`config.mk`:
```
export PLATFORM = sky130hd
export DESIGN_NAME = gdtb_row
export DESIGN_NICKNAME = d
export VERILOG_FILES = /design/src/hw/rtl/gdtb_pkg.sv /design/src/hw/rtl/gdtb_cell.sv /design/src/hw/rtl/gdtb_row.sv
export SDC_FILE = /design/constraint.sdc
export NUM_CORES = 1
export LEC_CHECK = 0
export BUFFER_PORTS_ARGS = -buffer_cell sky130_fd_sc_hd__buf_2
export CAP_MARGIN = 20
export CORE_MARGIN = 8
export CORE_UTILIZATION = 50
export CTS_CLUSTER_SIZE = 20
export DETAILED_ROUTE_END_ITERATION = 6
export PLACE_DENSITY = 0.65
export SETUP_SLACK_MARGIN = 0.02
export SLEW_MARGIN = 20
export SYNTH_ARGS = -nofsm -noshare
export SYNTH_HDL_FRONTEND = slang
export SYNTH_SLANG_ARGS = --single-unit
```
`constraint.sdc`:
```
create_clock -name clk -period 10.9 [get_ports clk]
set_clock_uncertainty 0.15 [all_clocks]
set_input_delay 0.545 -clock clk [delete_from_list [all_inputs] [get_ports clk]]
set_output_delay 0.545 -clock clk [all_outputs]
set_load 0.005 [all_outputs]
```
`src/hw/rtl/gdtb_pkg.sv`:
```
// package for the grid distance transform block: constants, types, fsm states
package gdtb_pkg;

    localparam int DEF_MAX_COLS   = 64;
    localparam int DEF_MAX_ROWS   = 64;
    localparam int DEF_DIST_WIDTH = 16;

    localparam int CFG_IDX_W  = 2;
    localparam int CFG_DATA_W = 16;
    localparam int DIM_W      = 7;
    localparam int COORD_W    = 6;
    localparam int OUT_W      = 16;
    localparam int ACT_W      = 2;

    localparam int STEP_STRAIGHT = 256;
    localparam int STEP_DIAG     = 362;
    localparam int BAND_TOL      = 128;

    localparam logic [CFG_IDX_W-1:0] CFG_COLS = 2'd0;
    localparam logic [CFG_IDX_W-1:0] CFG_ROWS = 2'd1;
    localparam logic [CFG_IDX_W-1:0] CFG_BAND = 2'd2;

    localparam logic [ACT_W-1:0] ACT_WRITE = 2'd0;
    localparam logic [ACT_W-1:0] ACT_RUN   = 2'd1;
    localparam logic [ACT_W-1:0] ACT_READ  = 2'd2;

    typedef enum logic [2:0] {
        ST_IDLE,
        ST_INIT,
        ST_FWD,
        ST_BWD,
        ST_RDWAIT,
        ST_RESP
    } state_t;

    typedef struct packed {
        logic [ACT_W-1:0]   action;
        logic [COORD_W-1:0] col;
        logic [COORD_W-1:0] row;
        logic               occupied;
    } cmd_t;

    typedef struct packed {
        logic [OUT_W-1:0] distance;
        logic             in_band;
        logic             reachable;
    } rsp_t;

endpackage

```
`src/hw/rtl/gdtb_cell.sv`:
```
// one chamfer cell: holds one row entry and relaxes it against neighbors
module gdtb_cell
    import gdtb_pkg::*;
#(
    parameter int DIST_WIDTH = DEF_DIST_WIDTH
) (
    input  logic                  clk,
    input  logic                  load,
    input  logic [DIST_WIDTH-1:0] load_val,
    input  logic                  shift,
    input  logic [DIST_WIDTH-1:0] prev_val,
    input  logic [DIST_WIDTH-1:0] side_val,
    input  logic                  side_en,
    input  logic [DIST_WIDTH-1:0] adj_row_a,
    input  logic                  adj_a_en,
    input  logic [DIST_WIDTH-1:0] adj_row_b,
    input  logic                  adj_b_en,
    input  logic [DIST_WIDTH-1:0] adj_row_c,
    input  logic                  adj_c_en,
    output logic [DIST_WIDTH-1:0] val
);
    localparam logic [DIST_WIDTH:0] DMAX = {1'b0, {DIST_WIDTH{1'b1}}};

    logic [DIST_WIDTH-1:0] val_reg;

    function automatic logic [DIST_WIDTH-1:0] sadd(input logic [DIST_WIDTH-1:0] a,
                                                   input int unsigned s);
        logic [DIST_WIDTH:0] t;
        t = {1'b0, a} + (DIST_WIDTH+1)'(s);
        return (t > DMAX) ? DMAX[DIST_WIDTH-1:0] : t[DIST_WIDTH-1:0];
    endfunction

    // relaxed value of incoming entry: side is a straight step in the row,
    // a is straight from the adjacent row, b and c are diagonals
    logic [DIST_WIDTH-1:0] m0, m1, m2, m3, ca, cb, cc, cs;
    always_comb
    begin
        cs = sadd(side_val, STEP_STRAIGHT);
        ca = sadd(adj_row_a, STEP_STRAIGHT);
        cb = sadd(adj_row_b, STEP_DIAG);
        cc = sadd(adj_row_c, STEP_DIAG);
        m0 = prev_val;
        m1 = (side_en && cs < m0) ? cs : m0;
        m2 = (adj_a_en && ca < m1) ? ca : m1;
        m3 = (adj_b_en && cb < m2) ? cb : m2;
        val = val_reg;
        if (adj_c_en && cc < m3)
        begin
            m3 = cc;
        end
    end

    always_ff @(posedge clk)
    begin
        if (load)
        begin
            val_reg <= load_val;
        end
        else if (shift)
        begin
            val_reg <= m3;
        end
    end
endmodule

```
`src/hw/rtl/gdtb_row.sv`:
```
// row buffer built as a chain of cells; holds the previous row of a sweep
module gdtb_row
    import gdtb_pkg::*;
#(
    parameter int MAX_COLS   = DEF_MAX_COLS,
    parameter int DIST_WIDTH = DEF_DIST_WIDTH
) (
    input  logic                  clk,
    input  logic                  shift,
    input  logic [DIST_WIDTH-1:0] new_val,
    input  logic                  side_en,
    input  logic                  adj_a_en,
    input  logic                  adj_b_en,
    input  logic                  adj_c_en,
    output logic [DIST_WIDTH-1:0] relaxed
);
    // chain: every row takes exactly MAX_COLS shifts, so with column c
    // entering now, cell 0 holds the neighbor one step back in the row,
    // cell MAX_COLS-1 the same column of the previous row, and cells
    // MAX_COLS and MAX_COLS-2 its two diagonal neighbors
    logic [DIST_WIDTH-1:0] v [MAX_COLS+1];
    logic [DIST_WIDTH-1:0] head_val;

    // head cell stores the relaxed entry, same as the value written back
    gdtb_cell #(.DIST_WIDTH(DIST_WIDTH)) u_head (
        .clk      (clk),
        .load     (1'b0),
        .load_val (new_val),
        .shift    (shift),
        .prev_val (new_val),
        .side_val (v[0]),
        .side_en  (side_en),
        .adj_row_a(v[MAX_COLS-1]),
        .adj_a_en (adj_a_en),
        .adj_row_b(v[MAX_COLS]),
        .adj_b_en (adj_b_en),
        .adj_row_c(v[MAX_COLS-2 > 0 ? MAX_COLS-2 : 0]),
        .adj_c_en (adj_c_en),
        .val      (head_val)
    );

    assign v[0] = head_val;

    genvar k;
    generate
        for (k = 1; k <= MAX_COLS; k++)
        begin : g_cell
            gdtb_cell #(.DIST_WIDTH(DIST_WIDTH)) u_cell (
                .clk      (clk),
                .load     (1'b0),
                .load_val (v[k-1]),
                .shift    (shift),
                .prev_val (v[k-1]),
                .side_val (v[k-1]),
                .side_en  (1'b0),
                .adj_row_a(v[k-1]),
                .adj_a_en (1'b0),
                .adj_row_b(v[k-1]),
                .adj_b_en (1'b0),
                .adj_row_c(v[k-1]),
                .adj_c_en (1'b0),
                .val      (v[k])
            );
        end
    endgenerate

    // combinational relaxed value of the entering entry, for write-back
    logic [DIST_WIDTH-1:0] c_side, c_up, c_d1, c_d2, r1, r2, r3, r4;
    localparam logic [DIST_WIDTH:0] DMAX = {1'b0, {DIST_WIDTH{1'b1}}};
    function automatic logic [DIST_WIDTH-1:0] sadd(input logic [DIST_WIDTH-1:0] a,
                                                   input int unsigned s);
        logic [DIST_WIDTH:0] t;
        t = {1'b0, a} + (DIST_WIDTH+1)'(s);
        return (t > DMAX) ? DMAX[DIST_WIDTH-1:0] : t[DIST_WIDTH-1:0];
    endfunction
    always_comb
    begin
        c_side = sadd(v[0], STEP_STRAIGHT);
        c_up   = sadd(v[MAX_COLS-1], STEP_STRAIGHT);
        c_d1   = sadd(v[MAX_COLS], STEP_DIAG);
        c_d2   = sadd(v[MAX_COLS-2 > 0 ? MAX_COLS-2 : 0], STEP_DIAG);
        r1 = (side_en && c_side < new_val) ? c_side : new_val;
        r2 = (adj_a_en && c_up < r1) ? c_up : r1;
        r3 = (adj_b_en && c_d1 < r2) ? c_d1 : r2;
        r4 = (adj_c_en && c_d2 < r3) ? c_d2 : r3;
        relaxed = r4;
    end
endmodule

```
==> reports/results.md <==
| Quantity | Reported |
|:---|:---|
| Synthesized Nets | 1,717 |
| Wire length per cell | 19.1 um |
| Overall track demand over capacity in global routing | 0.137 |
| Setup repair after global routing missed its margin | false |
| Compound-cell area share of the yosys netlist | 0.0374 |
| Clock latency on the worst-skew pair | 0.66 ns |
| Vias per Instance | 5.19 |
| Final Critical Period | 10.37 ns |
| Cell seen most often among critical-path stages | sky130_fd_sc_hd__buf_4 |
| Overflow left after global routing | 0 |
| Adder-cell area share of the yosys netlist | 0.0242 |
| Mapped Cells | 1,627 |
| Total Routed Length | 54,000 um |
| Worst relative slew slack | 0.195 |
| Number of detailed-routing iterations run before antenna repair | 5 |
| RePlAce Congestion | 0.899 |
| Main combinational cell family by area after synthesis | compound AO/OA/AOI/OAI gates |
| Post-synthesis share of cell area spent on and, or, nand and nor gates | 0.0346 |
| Final-report max-slew violation count | 0 |
| Count of input and output buffers | 37 |
| Most used cells in the layout excluding fill and tap cells | sky130_fd_sc_hd__edfxtp_1 (1,040), sky130_fd_sc_hd__clkbuf_16 (99), sky130_fd_sc_hd__nand2_1 (68), sky130_fd_sc_hd__ha_1 (66), sky130_fd_sc_hd__buf_4 (54) |
| Post-synth ARST share | 0 |
| IR drop worst, VDD | 0.188 mV |
| Share of cells above drive strength 1 | 0.166 |
| Design area | 0.0406 mm^2 |
| Data arrival time of the critical path | 9.68 ns |
| Core region area | 0.0699 mm^2 |
| Dominant synthesized flop cell | sky130_fd_sc_hd__edfxtp_1 |
| Final HPWL DP | 31,500 um |
| First-pass GRT wire length | 84,000 um |
| Share of cell area taken by muxes after synthesis | 0.00551 |
| Worst path required time | 10.21 ns |
| Fin. Hold Viols | 0 |
| Largest fanout of any net on the critical path | 21 |
| Setup Total Neg Slack | 0 ns |
| Largest net degree at the start of global routing | 198 |
| Number of different library cells in the post-synthesis netlist | 62 |
| Starting Density | 0.504 |
| TritonCTS clock tree | built |
| CTS HTree Levels | 3 |
| TritonCTS Buffers | 99 |
| Static Leak | 14.0 nW |
| Syn avg cell area | 21.7 um^2 |
| Transition time at the pin with the least slew margin | 1.21 ns |
| Flop and latch count out of synthesis | 1,040 |
| Max Clk Rate | 96.4 MHz |
| Clock transition at the register clock pins on the worst setup and hold paths after CTS | 0.06 ns |
| Kind of start point of the critical path | flop |
| Category of the critical setup timing path | flop to primary output |
| CP max-delay cell | sky130_fd_sc_hd__edfxtp_1 |
| Yosys Warn Count | 0 |
| Outcome | completed |
| Cell Area, Synth | 0.0352 mm^2 |
| Initial antenna violation count | 2 |
| Register area share after synthesis | 0.886 |
| Final period utilization | 0.952 |
| CP peak stage delay | 0.46 ns |
| Filler instances | 5,122 |
| Buffer depth of the longest clock path | 3 |
| Number of synthesized flops with an enable pin | 1,040 |
| Initial DRC Count | 1,469 |
| Cell chosen for the clock root | sky130_fd_sc_hd__clkbuf_16 |
| XOR/XNOR Fraction of Synth Area | 0.00547 |
| Layout net count | 1,900 |
| Die Width | 281 um |
| Count of max-cap constraint violations | 0 |
| Via count of the first global-routing pass | 14,468 |
| Die span in y | 281 um |
| Die ar. | 0.0792 mm^2 |
| Worst hold-check path type | flop to flop |
| Detailed-route DRC error count | 0 |
| Power Dens Cells | 224 mW/mm^2 |
| Post-route ant nets | 0 |
| Clock tree sinks | 1,040 |
| Setup Viol. Count Final | 0 |
| Most common library cell in the layout ignoring fill and taps | sky130_fd_sc_hd__edfxtp_1 |
| Site row count | 97 |
| Number of I/O pins | 38 |
| Placed instance area | 0.0370 mm^2 |
| Element type at the critical path end | primary output |
| Flip-flop count of the largest register, all copies and words added | 1,024 |
| Total number of vias | 14,701 |
| Area Growth Syn to Fin | 15.1% |
-- where the power goes --
part | switching [mW] | total, mW | internal (mW)
sequential | 0.0993 | 4.81 | 4.71
clock | 1.43 | 3.38 | 1.95
combinational | 0.535 | 0.881 | 0.345
-- path summary, 6_finish.rpt --
kind	start	endpoint	slack, ns	cells after the start
hold reg to reg	g_cell[10].u_cell.val[9]	g_cell[11].u_cell.val[9]	0.24	0
setup reg to reg	u_head.val[8]	u_head.val[9]	1.61	43
hold / removal	g_cell[10].u_cell.val[9]	g_cell[11].u_cell.val[9]	0.24	0
setup / recovery	u_head.val[8]	relaxed[9]	0.53	44
-- per-stage QoR --
stage | hold WS [ns] | std cells | worst slack (ns) | power [mW] | util
global placement | 0.250 | 2642 | 0.343 | 5.69 | 0.529
finish | 0.242 | 2832 | 0.527 | 9.07 | 0.580
global route | 0.248 | 2831 | 0.00118 | 9.45 | 0.580
floorplan | 0.250 | 1627 | 1.58 | 5.25 | -
CTS | 0.236 | 2825 | 0.0332 | 9.12 | 0.576
detailed placement | 0.255 | 2642 | 0.284 | 5.69 | 0.529
-- repair_timing --
action,CTS,global route
resized for setup,2,62
setup buffers,1,4
gates cloned,0,2
endpoints found under the setup margin,16,16
hold buffers,0,0
pin swaps,1,9
-- Yosys cell counts (all sizes together) (7+ instances only) --
cell type  number  share of area
a21oi          48         0.0070
a31oi          17         0.0036
and2           17         0.0030
and3            9         0.0016
buf             8         0.0017
clkbuf          9        0.00096
edfxtp       1040           0.89
ha             68          0.024
inv            35         0.0037
mux2i          16         0.0045
nand2          70         0.0075
nand2b         17         0.0030
nand3          24         0.0034
nand4          18         0.0032
nor2           33         0.0035
nor3           15         0.0023
o211ai         20         0.0055
o21ai          51         0.0072
o31ai           7         0.0015
or3            13         0.0023
xnor2          11         0.0027
xor2           11         0.0027
-- layer usage --
metal	wire length [um]	vias up	GRT usage	share of wire
li1	-	6871	-	-
met5	0	-	0	0
met2	21500	340	0.174	0.40
met4	1030	0	0.0388	0.019
met3	3040	77	0.0358	0.056
met1	28400	7413	0.228	0.53
-- final cells by class --
type                       count  area (um^2)  area share
multi-input combinational    535         4030      0.0992
clock buffer                 114         2530      0.0625
tap                          940         1180      0.0290
clock inverter                68          752      0.0185
antenna                        1         2.50   0.0000617
sequential                  1040        31200       0.770
timing repair buffer          99          714      0.0176
inverter                      35          131     0.00324
-- cell families after synthesis --
group,Yosys count
buffers and inverters,52
adder cells (fa/ha/maj),68
AND/OR/NAND/NOR,239
XOR/XNOR,22
AO/OA/AOI/OAI,187
flip-flops,1040
multiplexers,19
-- worst max-delay path, delay by kind of cell (launching register included) --
| family | cells | cell delay, ns |
|---|---|---|
| AO/OA/AOI/OAI | 11 | 2.27 |
| XOR/XNOR | 1 | 0.21 |
| adder cells (fa/ha/maj) | 5 | 1.25 |
| buffers and inverters | 10 | 1.61 |
| flip-flops | 1 | 0.46 |
| multiplexers | 1 | 0.31 |
| AND/OR/NAND/NOR | 16 | 2.88 |
Power figures use the tool's default switching activity.
